===== config.mk =====
export PLATFORM = sky130hd
export DESIGN_NAME = drm_ctrl
export DESIGN_NICKNAME = d
export VERILOG_FILES = /design/src/hdl/drm_pkg.sv /design/src/hdl/drm_ctrl.sv
export SDC_FILE = /design/constraint.sdc
export NUM_CORES = 1
export LEC_CHECK = 0
export BUFFER_PORTS_ARGS = -buffer_cell sky130_fd_sc_hd__buf_2
export CAP_MARGIN = 40
export CORE_UTILIZATION = 37
export DETAILED_ROUTE_END_ITERATION = 6
export GPL_ROUTABILITY_DRIVEN = 0
export MAX_ROUTING_LAYER = met4
export PLACE_DENSITY = 0.71
export SYNTH_ARGS = -nofsm -noshare
export SYNTH_HDL_FRONTEND = slang
export SYNTH_SLANG_ARGS = --single-unit
export TNS_END_PERCENT = 30

===== constraint.sdc =====
create_clock -name clk -period 2.4 [get_ports clk]
set_input_delay 0.48 -clock clk [delete_from_list [all_inputs] [get_ports clk]]
set_output_delay 0.48 -clock clk [all_outputs]
set_load 0.01 [all_outputs]

===== src/hdl/drm_pkg.sv =====
// Shared constants, types and helpers for the domain rule matcher.
`timescale 1ns / 1ps
package drm_pkg;

  localparam int DEF_RULE_SLOTS = 64;
  localparam int DEF_PAT_LEN    = 48;

  localparam logic [1:0] CMD_CLEAR = 2'd0;
  localparam logic [1:0] CMD_INS   = 2'd1;
  localparam logic [1:0] CMD_QUERY = 2'd2;

  localparam logic [1:0] REPLY_QUERY = 2'd0;
  localparam logic [1:0] REPLY_INS   = 2'd1;
  localparam logic [1:0] REPLY_CLEAR = 2'd2;

  localparam logic [1:0] KIND_BLOCK     = 2'd0;
  localparam logic [1:0] KIND_ALLOW     = 2'd1;
  localparam logic [1:0] KIND_TELEMETRY = 2'd2;

  localparam logic [7:0] CHAR_STAR = 8'h2A;
  localparam logic [7:0] CHAR_DOT  = 8'h2E;

  // controller -> datapath commands
  typedef struct packed {
    logic clear;   // empty the table
    logic ins;     // take a pattern byte
    logic qload;   // latch a query byte
    logic rd_en;   // read one rule row for the scan
    logic finish;  // close the query byte
  } drm_ctl_t;

  // fold ASCII upper case to lower case
  function automatic logic [7:0] fold(input logic [7:0] c);
    if (c >= 8'h41 && c <= 8'h5A) begin
      return c + 8'd32;
    end
    return c;
  endfunction

endpackage


===== src/hdl/drm_ctrl.sv =====
// Sequencer: decodes commands and walks the rule table for each query byte.
`timescale 1ns / 1ps
module drm_ctrl import drm_pkg::*; #(
  parameter int RULE_SLOTS = DEF_RULE_SLOTS,
  parameter int IDX_W      = 6,
  parameter int TOT_W      = 7
) (
  input  logic             clk,
  input  logic             rst,
  input  logic             start,
  input  logic [1:0]       cmd,
  input  logic [TOT_W-1:0] rule_count,
  output logic             busy,
  output drm_ctl_t         ctl,
  output logic [IDX_W-1:0] rd_addr
);

  typedef enum logic [1:0] {S_IDLE, S_SCAN, S_DRAIN} state_t;

  state_t           state;
  logic [IDX_W-1:0] idx;
  logic [TOT_W-1:0] last_idx;

  assign busy     = (state != S_IDLE);
  assign rd_addr  = idx;
  assign last_idx = rule_count - TOT_W'(1);

  always_comb begin
    ctl = '0;
    case (state)
      S_IDLE: begin
        if (start) begin
          ctl.clear = (cmd == CMD_CLEAR);
          ctl.ins   = (cmd == CMD_INS);
          ctl.qload = (cmd == CMD_QUERY);
        end
      end
      S_SCAN: begin
        if (rule_count == '0) begin
          ctl.finish = 1'b1;
        end else begin
          ctl.rd_en = 1'b1;
        end
      end
      S_DRAIN: ctl.finish = 1'b1;
      default: ctl = '0;
    endcase
  end

  always_ff @(posedge clk) begin
    if (rst) begin
      state <= S_IDLE;
      idx   <= '0;
    end else begin
      case (state)
        S_IDLE: begin
          idx <= '0;
          if (start && cmd == CMD_QUERY) begin
            state <= S_SCAN;
          end
        end
        S_SCAN: begin
          if (rule_count == '0) begin
            state <= S_IDLE;
          end else if (TOT_W'(idx) == last_idx) begin
            state <= S_DRAIN;
          end else begin
            idx <= idx + IDX_W'(1);
          end
        end
        S_DRAIN: state <= S_IDLE;
        default: state <= S_IDLE;
      endcase
    end
  end

endmodule


# ---- Word level (Yosys, flattened, before mapping)
# Index checks and enable logic that the tools add are counted.
dict set report totals {
  regBits 8
  inputBits 12
  out_inout_bits 12
  word_cells 34
}
dict set report op_classes {
  addsub 2
  n_eq_ne 9
  mux 13
  n_reduce_logical 8
}
# operator n
set ops {}
lappend ops {{6-bit two-way mux} 2}
lappend ops {{6-bit case mux with 2 select lines} 1}
lappend ops {{6-bit by 7-bit equality test with 1-bit output} 1}
lappend ops {{7-bit logical NOT} 1}
lappend ops {{7-bit by 1-bit subtractor with 7-bit output (second input constant)} 1}
lappend ops {{6-bit by 1-bit adder with 6-bit output (second input constant)} 1}
lappend ops {{2-bit two-way mux} 3}
lappend ops {{3-bit two-way mux} 2}
lappend ops {{2-bit inequality test (second input constant)} 3}
lappend ops {{2-bit by 1-bit equality test with 1-bit output (second input constant)} 2}
lappend ops {{2-bit equality test (second input constant)} 2}
lappend ops {{2-bit logical NOT} 2}
lappend ops {{2-bit case mux with 2 select lines} 1}
lappend ops {{2-bit nonzero test} 2}
lappend ops {{1-bit two-way mux} 3}
lappend ops {{3-bit inequality test (second input constant)} 1}
lappend ops {{3-bit AND reduction} 1}
lappend ops {{1-bit case mux with 2 select lines} 1}
lappend ops {{2-bit AND reduction} 1}
lappend ops {{1-bit logical AND} 1}

# ---- Depth between registers and ports, before layout
# Gate-level depths: netlist of the first run.
dict set report logic_depth {
  depth_word 5
  mapped_depth 9
  depth_no_buf 8
}

# ---- Worst setup path before layout of the first run
# No wires, ideal clock.
dict set report synth_path {
  path_kind {in2reg}
  startpoint {input rule_count[0]}
  endpoint {register idx[4] (netlist: rd_addr[4])}
  arrival_ps 1925
  t_required_ps 2330
  slack_ps 405
  cell_stages 8
  n_path_buf 0
  path_cell_list {inv_1 -> ha_1 -> nand2b_1 -> a21o_2 -> a31oi_1 -> o31ai_4 -> or3_1 -> a21boi_1}
}
dict set report synth_between {
  elab_chain_len 4
  elab_cells_between_ends 6
}
# element line
set synth_rtl {}
lappend synth_rtl {{from (decl)} drm_ctrl.sv:12} ;# input logic [TOT_W-1:0] rule_count,
lappend synth_rtl {{7-bit by 1-bit subtractor with 7-bit output} drm_ctrl.sv:26} ;# assign last_idx = rule_count - TOT_W'(1);
lappend synth_rtl {{6-bit by 7-bit equality test with 1-bit output} drm_ctrl.sv:65} ;# end else if (TOT_W'(idx) == last_idx) begin
lappend synth_rtl {{2-bit inequality test (no source line)} --}
lappend synth_rtl {{3-bit AND reduction (no source line) (*)} --}
lappend synth_rtl {{to (signal assigned)} drm_ctrl.sv:68} ;# idx <= idx + IDX_W'(1);
lappend synth_rtl {{to (decl)} drm_ctrl.sv:21} ;# logic [IDX_W-1:0] idx;
# Every way passes the cells marked *; elsewhere a longest branch is shown, timed or not.
# A chain may end at the register's enable or synchronous reset.

# ---- Worst setup path in the final report of the first run
# Same ends and word-level chain as after synthesis.

==> metrics.txt, run 1 <==
Worst Path Arrival=2310 ps; # Max-Cap Violations=0; Tcrit/Tclk final=88.5%; Min Clock Period, post-route=2120 ps; Ys Warns=0; Reg area=around 160 sq um; P&R area growth vs syn=21.9%; WL/cell=approximately 12 microns; Final Max Tran Viols=0; most common cell after layout, fill and taps aside=buf_2; syn nets=between 100 and 150; Final #Nets=between 100 and 150; Worst-path clk slew=50 ps; outcome=complete, no violations; peak supply drop=about 0.26 mV; number of synthesized register bits=8; measured slew at the worst slew-check pin=about 540 ps; CTS tree=done; setup repair bufs after CTS=0; syn_area_per_cell=between 8 and 9 sq um; Worst setup SP type=primary input; clk_skew=roughly 0.61 ps; first-pass GRT wire length=around 2400 microns; final hold vios=0; largest net degree at the start of global routing=14; worst setup path startpoint=rule_count[0]; Power Density=about 360 nW/um^2; commonest cells after routing, fill and taps aside=buf_2, inv_1, dfxtp_1; power share of the clock group=about a third; area of the core=about 1700 sq um; flop2flop setup slack=between 400 and 500 ps; grt ovf=0; CP max FO=13; Initial Util=between 40% and 50%; H-tree depth=1; RSZ-0062 raised after global routing=no; net switching power=roughly 0.00009 W; GR Util All Layers=roughly 17%; Netlist Area Pre-Place=around 700 sq um; Slew HR=between 60 and 70%; TNS Setup=0 ps; initial antenna violation count=0; CP Class=primary input to register; fill count=between 150 and 200; number of synthesized flops with an enable pin=0; Top FF cell, synth=dfxtp_1; 1st-iter DRT viols=14; die height=about 46 microns; required time of the critical path=roughly 2600 ps; hold slack=about 500 ps; CTS buffer count=3; CP Cell Sequence=buf_2, inv_1, ha_1, nand2b_1, a21o_2, a31oi_1, o31ai_4, or3_1, a21boi_1; Worst path max stage delay=around 380 ps; # rows=15; Post-CTS Resized=0; clock sinks=8; Detailed Routing Iterations Pass 1=4; Achievable Freq=roughly 470 MHz; combinational share of power=a little under a quarter; Clock Tree Buf Depth=2; drt total wl=~1600 microns; hold path start=rst; Post-synth ARST share=0%; Yosys cell types=37; # hold bufs at CTS=0; die area=2080 sq um; CP endpoint kind=register; cell with the largest stage delay on the worst path=or3_1; via count=697; drt via density=between 5 and 6; reg2reg start=rd_addr[3]; Final ANT Viol Nets=0; Hold WC Path Type=primary input to register; cell internal pwr=about 0.00022 W; vias in the first global route=about 600; sequential share of power=44.0%; I/O pins=24; # setup viols final=0; clk root buf=clkbuf_4; Diodes inserted=0; DP HPWL=roughly 1300 microns; share of layout cells above drive strength 1=a little under a third; LEAKAGE=~0.4 nW; Multi-input gate area=between 400 and 500 sq um; clock latency on the worst-skew pair=250 ps; Chip Width=45.6 microns; DR DRC count=0; port buffer count=23; Switching Share=just under 30%; Cells after Synth=84; Seq/Total Area, Yosys=a little under a quarter
==> stage by stage <==
stage | setup WS [ps] | total power, W | area [sq um] | utilization [%] | cells
2_1_floorplan | 405 | 0.000184 | 703 | - | 84
3_3_place_gp | 124 | 0.000207 | 835 | 47.8 | 130
3_5_place_dp | 6.53 | 0.000209 | 835 | 47.8 | 130
4_1_cts | 262 | 0.000312 | 857 | 49.1 | 133
5_1_grt | 180 | 0.000328 | 857 | 49.1 | 133
6_report | 276 | 0.000311 | 857 | 49.1 | 133
==> cell usage after synthesis, types with 2 or more instances <==
cell	number	area (sq um)
o211ai_1	3	22.5
xnor2_1	2	17.5
a21oi_1	4	20.0
o41ai_1	2	17.5
a211oi_1	2	15.0
inv_1	9	33.8
nor2_1	3	11.3
nand3b_1	2	15.0
nand2_1	5	18.8
dfxtp_1	8	160
nand2b_1	2	12.5
a31oi_1	2	12.5
nor3_1	4	20.0
or3_1	2	12.5
ha_1	6	75.1
xor2_1	4	35.0
nand3_1	3	15.0
and3_1	2	12.5
==> power groups by stage <==
stage	registers (W)	clock network (W)	logic, W
final	0.000137	0.000104	0.0000703
after global routing	0.000137	0.000115	0.0000766
after CTS	0.000137	0.000105	0.0000703
after detailed placement	0.000139	0	0.0000697
after global placement	0.000140	0	0.0000674
after floorplan	0.000139	0	0.0000449
==> layer usage <==
metal	vias up	track usage [%]	routed length, microns
li1	358	-	-
met3	2	3.57	61
met2	17	24.9	714
met4	0	7.27	10
met5	-	-	0
met1	320	21.4	779
==> logic make-up after synthesis <==
kind of cell | after synthesis | share of synthesized area, %
simple gates | 28 | 22.2
compound gates | 23 | 26.2
buf+inv | 11 | 6.94
flops | 8 | 22.8
xor+xnor | 7 | 9.79
fa+ha+maj | 6 | 10.7
mux | 1 | 1.42
==> sequential cells by signal, summed over array words and instances, names as in the netlist <==
signal / cells
state: 2
rd_addr: 6
==> path summary, 6_finish.rpt <==
| path | cells past startpoint | end |
|---|---|---|
| setup reg to reg | 6 | state[0] |
| hold / removal | 2 | state[0] |
| setup / recovery | 9 | rd_addr[4] |
| hold reg to reg | 2 | state[1] |
==> critical path: cells and delay by family <==
family / cells / cell delay, ps
compound gates: 4 / 850
simple gates: 2 / 550
fa+ha+maj: 1 / 230
buf+inv: 2 / 190
==> layout make-up <==
class / count / area share (%)
Clock buffer: 3 / 2.63
Inverter: 9 / 3.94
Multi-Input combinational cell: 65 / 57.7
Sequential cell: 8 / 18.7
Tap cell: 25 / 3.65
Timing Repair Buffer: 23 / 13.4
No activity file was read; power rests on OpenSTA's default activity.
==> run 2, diff against run 1 <==
--- a/config.mk
+++ b/config.mk
@@ -7,6 +7,7 @@
 export LEC_CHECK = 0
 export BUFFER_PORTS_ARGS = -buffer_cell sky130_fd_sc_hd__buf_2
 export CAP_MARGIN = 40
+export CORE_ASPECT_RATIO = 1.2
 export CORE_UTILIZATION = 37
 export DETAILED_ROUTE_END_ITERATION = 6
 export GPL_ROUTABILITY_DRIVEN = 0
==> run 2 against run 1 <==
Register-to-register slack barely moved. Power decreased by 0.94%. Sequential share of layout area increased by 0.19 points. Via count is 1.0% lower. First-iteration DRC count did not move. Non-clock buffer count is the same. Final cell count is 5.3% lower. Die area barely moved. Largest cell class unchanged.
==> metrics.txt, run 2 (synthesis gave the netlist of run 1 again) <==
clock sinks=8 (unchanged); initial antenna violation count=0 (unchanged); die height=49.8 microns (was 45.6 microns); max reg flops=6 (unchanged); Hold WC Path Type=primary input to register (unchanged); Final ANT Viol Nets=0 (unchanged); Final #Nets=128 (unchanged); die area=2080 sq um (about the same); Power Density=363 nW/um^2 (was 362 nW/um^2); required time of the critical path=2560 ps (was 2590 ps); CTS buffer count=3 (unchanged); Worst Path Arrival=2270 ps (was 2310 ps); first-pass GRT wire length=2640 microns (was 2440 microns); drt total wl=1550 microns (was 1570 microns); # rows=16 (was 15); CP Class=primary input to register (unchanged); Diodes inserted=0 (unchanged); Slew HR=63.6% (was 64.2%); clock latency on the worst-skew pair=250 ps (about the same); P&R area growth vs syn=20.6% (was 21.9%); H-tree depth=1 (unchanged); # Max-Cap Violations=0 (unchanged); final hold vios=0 (unchanged); worst slack, placed=63.8 ps (was 6.53 ps); Worst setup SP type=primary input (unchanged); Worst-path clk slew=50 ps (about the same); # setup viols final=0 (unchanged); TNS Setup=0 ps (unchanged); area of the core=1700 sq um (was 1750 sq um); drt via density=5.48 (was 5.24); CP endpoint kind=register (unchanged); via count=690 (was 697); most common cell after layout, fill and taps aside=buf_2 (unchanged); WL/cell=12.3 microns (was 11.8 microns); I/O pins=24 (unchanged); largest net degree at the start of global routing=14 (unchanged); # hold bufs at CTS=0 (unchanged); grt ovf=0 (unchanged); share of layout cells above drive strength 1=30.6% (unchanged); peak supply drop=0.276 mV (was 0.260 mV); GR Util All Layers=16.3% (was 16.7%); 1st-iter DRT viols=14 (unchanged); clk root buf=clkbuf_4 (unchanged); Min Clock Period, post-route=2110 ps (was 2120 ps); Clock Tree Buf Depth=2 (unchanged); setup repair bufs after CTS=0 (unchanged); port buffer count=23 (unchanged); Post-CTS Resized=0 (unchanged); fin area=848 sq um (was 857 sq um); Chip Width=41.8 microns (was 45.6 microns); DR DRC count=0 (unchanged); placed cell area=826 sq um (was 835 sq um); RSZ-0062 raised after global routing=no (unchanged); Tcrit/Tclk final=87.9% (was 88.5%); Final Max Tran Viols=0 (unchanged); LEAKAGE=0.396 nW (unchanged); Setup WS post-layout=291 ps (was 276 ps); vias in the first global route=668 (was 602); commonest cells after routing, fill and taps aside=buf_2, inv_1, dfxtp_1 (unchanged); Achievable Freq=474 MHz (was 471 MHz); outcome=complete, no violations (unchanged); CTS tree=done (unchanged); CP max FO=13 (unchanged); clk_skew=2.51 ps (was 0.613 ps); DP HPWL=1230 microns (was 1250 microns); measured slew at the worst slew-check pin=546 ps (was 538 ps); Detailed Routing Iterations Pass 1=4 (unchanged); Initial Util=41.3% (was 40.3%)
run 2: cell counts in the layout (fill, tap and decap cells not counted):
Identical to the previous run, type by type.
run 2: final timing paths:
check	endpoint	cells past startpoint	startpoint	slack, ps
max	state[0]	9	rule_count[0]	290
min reg2reg	state[1]	2	state[1]	530
min	state[1]	2	rst	520
max reg2reg	state[0]	6	rd_addr[3]	410
run 2: metal layers:
metal / vias up / wire length, microns / GRT usage [%]
li1: 353 / - / -
met1: 325 / 721 / 20.3
met2: 10 / 775 / 26.8
met3: 2 / 46 / 1.47
met4: 0 / 5 / 6.45
met5: - / 0 / -
run 2: critical path: stages:
cell	delay (ps)
buf_2	110
inv_1	60
ha_1	230
nand2b_1	180
o211ai_1	100
a31oi_1	170
o31ai_4	560
a31oi_1	160
a211oi_1	210
run 2: through the flow:
stage	power, W	util, %	std cells	hold slack, ps
final	0.000308	49.9	126	520
after global routing	0.000324	49.9	126	528
after CTS	0.000311	49.9	126	506
after detailed placement	0.000209	48.5	123	526
after global placement	0.000207	48.5	123	518
after floorplan	0.000184	-	84	510
run 2: report_power, final:
part	total [W]	internal [W]	switching, W	leakage [nW]
logic	0.0000695	0.0000288	0.0000407	0.318
registers	0.000137	0.000135	0.00000209	0.0646
clock network	0.000102	0.0000571	0.0000444	0.0138
run 2: layout make-up:
cell class | instances | area (sq um)
Sequential cell | 8 | 160
Clock buffer | 3 | 22.5
Multi-Input combinational cell | 65 | 494
Fill cell | 168 | 853
Tap cell | 18 | 22.5
Timing Repair Buffer | 23 | 115
Inverter | 9 | 33.8
==> run 3, diff against run 2 <==
==> constraint.sdc (replaced) <==
create_clock -name clk -period 2.4 [get_ports clk]
set_input_delay 0.12 -clock clk [delete_from_list [all_inputs] [get_ports clk]]
set_output_delay 0.12 -clock clk [all_outputs]
set_load 0.01 [all_outputs]
==> run 3 against run 2 <==
Via count grew 0.43%. Register-to-register slack is essentially flat. Clock skew grew 0.89 ps. Count of clock-buffer cells in the layout is the same. Power grew 1.0%. Design area is the same. Non-clock buffer count is the same. Wire length grew 1.4%. Largest cell class unchanged.
==> metrics.txt, run 3 (synthesis gave the netlist of run 1 again) <==
outcome=complete, no violations (unchanged); cell internal pwr=0.000221 W (about the same); Achievable Freq=503 MHz (was 474 MHz); P&R area growth vs syn=20.6% (unchanged); CP endpoint kind=register (unchanged); via count=693 (was 690); Final #Nets=128 (unchanged); hold slack=149 ps (was 520 ps); CP max FO=13 (unchanged); 1st-iter DRT viols=10 (was 14); layer with the highest usage=met2 (unchanged); Final ANT Viol Nets=0 (unchanged); CTS buffer count=3 (unchanged); clk_skew=3.40 ps (was 2.51 ps); clock latency on the worst-skew pair=250 ps (about the same); CTS tree=done (unchanged); max reg flops=6 (unchanged); Final Max Tran Viols=0 (unchanged); share of layout cells above drive strength 1=30.6% (unchanged); Diodes inserted=0 (unchanged); grt ovf=0 (unchanged); Detailed Routing Iterations Pass 1=4 (unchanged); RSZ-0062 raised after global routing=no (unchanged); port buffer count=23 (unchanged); TNS Setup=0 ps (unchanged); die height=49.8 microns (unchanged); H-tree depth=1 (unchanged); Slew HR=62.8% (was 63.6%); CP Class=register to register (was primary input to register); reg2reg start=rd_addr[3] (unchanged); WL/cell=12.5 microns (was 12.3 microns); final hold vios=0 (unchanged); commonest cells after routing, fill and taps aside=buf_2, inv_1, dfxtp_1 (unchanged); Worst setup SP type=register (was primary input); vias in the first global route=638 (was 668); Power Density=366 nW/um^2 (was 363 nW/um^2); drt via density=5.50 (was 5.48); worst slack, placed=414 ps (was 63.8 ps); grt met3 use=1.10% (was 1.47%); Worst Path Arrival=2160 ps (was 2270 ps); R2R cell count=6 (unchanged); combinational share of power=22.4% (was 22.6%); hold path cells=2 (unchanged); net switching power=0.0000902 W (was 0.0000872 W); power share of the clock group=33.7% (was 33.0%); Min Clock Period, post-route=1990 ps (was 2110 ps); first-pass GRT wire length=2570 microns (was 2640 microns); required time of the critical path=2570 ps (was 2560 ps); Setup WS post-layout=413 ps (was 291 ps); # hold bufs at CTS=0 (unchanged); peak supply drop=0.239 mV (was 0.276 mV); LEAKAGE=0.396 nW (unchanged); met2 GRT Util=26.6% (was 26.8%); clock sinks=8 (unchanged); # rows=16 (unchanged); Initial Util=41.3% (unchanged); DP HPWL=1240 microns (was 1230 microns); met1 usage=19.9% (was 20.3%); setup repair bufs after CTS=0 (unchanged); Chip Width=41.8 microns (unchanged); clk root buf=clkbuf_4 (unchanged); Hold WC Path Type=primary input to register (unchanged); # setup viols final=0 (unchanged); Post-CTS Resized=0 (unchanged); GR Util All Layers=16.0% (was 16.3%); worst setup path startpoint=rd_addr[3] (was rule_count[0]); measured slew at the worst slew-check pin=557 ps (was 546 ps); die area=2080 sq um (unchanged); Worst-path clk slew=60 ps (was 50 ps); largest net degree at the start of global routing=14 (unchanged); I/O pins=24 (unchanged); most common cell after layout, fill and taps aside=buf_2 (unchanged); Switching Share=29.0% (was 28.3%); placed insts=123 (unchanged); sequential share of power=44.0% (was 44.4%); fin cells=126 (unchanged); DR DRC count=0 (unchanged); final design utilization=49.9% (unchanged); area of the core=1700 sq um (unchanged); Clock Tree Buf Depth=2 (unchanged); fill count=173 (was 168); Tcrit/Tclk final=82.8% (was 87.9%); initial antenna violation count=0 (unchanged); # Max-Cap Violations=0 (unchanged); hold path start=rst (unchanged); drt total wl=1570 microns (was 1550 microns)
-- run 3: power groups by stage --
stage	Clock, W	Sequential, W	Combinational, W
after floorplan	0	0.000139	0.0000449
after global placement	0	0.000139	0.0000676
after detailed placement	0	0.000140	0.0000693
after CTS	0.000106	0.000137	0.0000697
after global routing	0.000115	0.000137	0.0000777
final	0.000105	0.000137	0.0000695
-- run 3: final timing paths --
| check | end | slack, ps |
|---|---|---|
| setup / recovery | state[0] | 410 |
| hold / removal | rd_addr[1] | 150 |
| setup reg to reg | state[0] | 410 |
| hold reg to reg | rd_addr[4] | 540 |
-- run 3: area by class of cell --
type | count | area (sq um) | share of cell area [%]
clock buffer | 3 | 22.5 | 2.65
inverter | 9 | 33.8 | 3.98
multi-input combinational | 65 | 494 | 58.3
sequential | 8 | 160 | 18.9
tap | 18 | 22.5 | 2.65
timing repair buffer | 23 | 115 | 13.6
-- run 3: metrics by stage --
stage	power, W	area (sq um)
2_1_floorplan	0.000184	703
3_3_place_gp	0.000207	826
3_5_place_dp	0.000209	826
4_1_cts	0.000312	848
5_1_grt	0.000330	848
6_report	0.000311	848
-- run 3: critical path, cell delays in order (launching register included) --
cell and delay, ps:
dfxtp_1 440, xor2_1 190, xnor2_1 150, o2111ai_2 200
o31ai_4 550, a31oi_1 160, a211oi_1 210
-- run 3: routing by layer --
layer,vias up,routed length [microns]
li1,357,-
met1,324,779
met2,10,749
met3,2,36
met4,0,5
met5,-,0
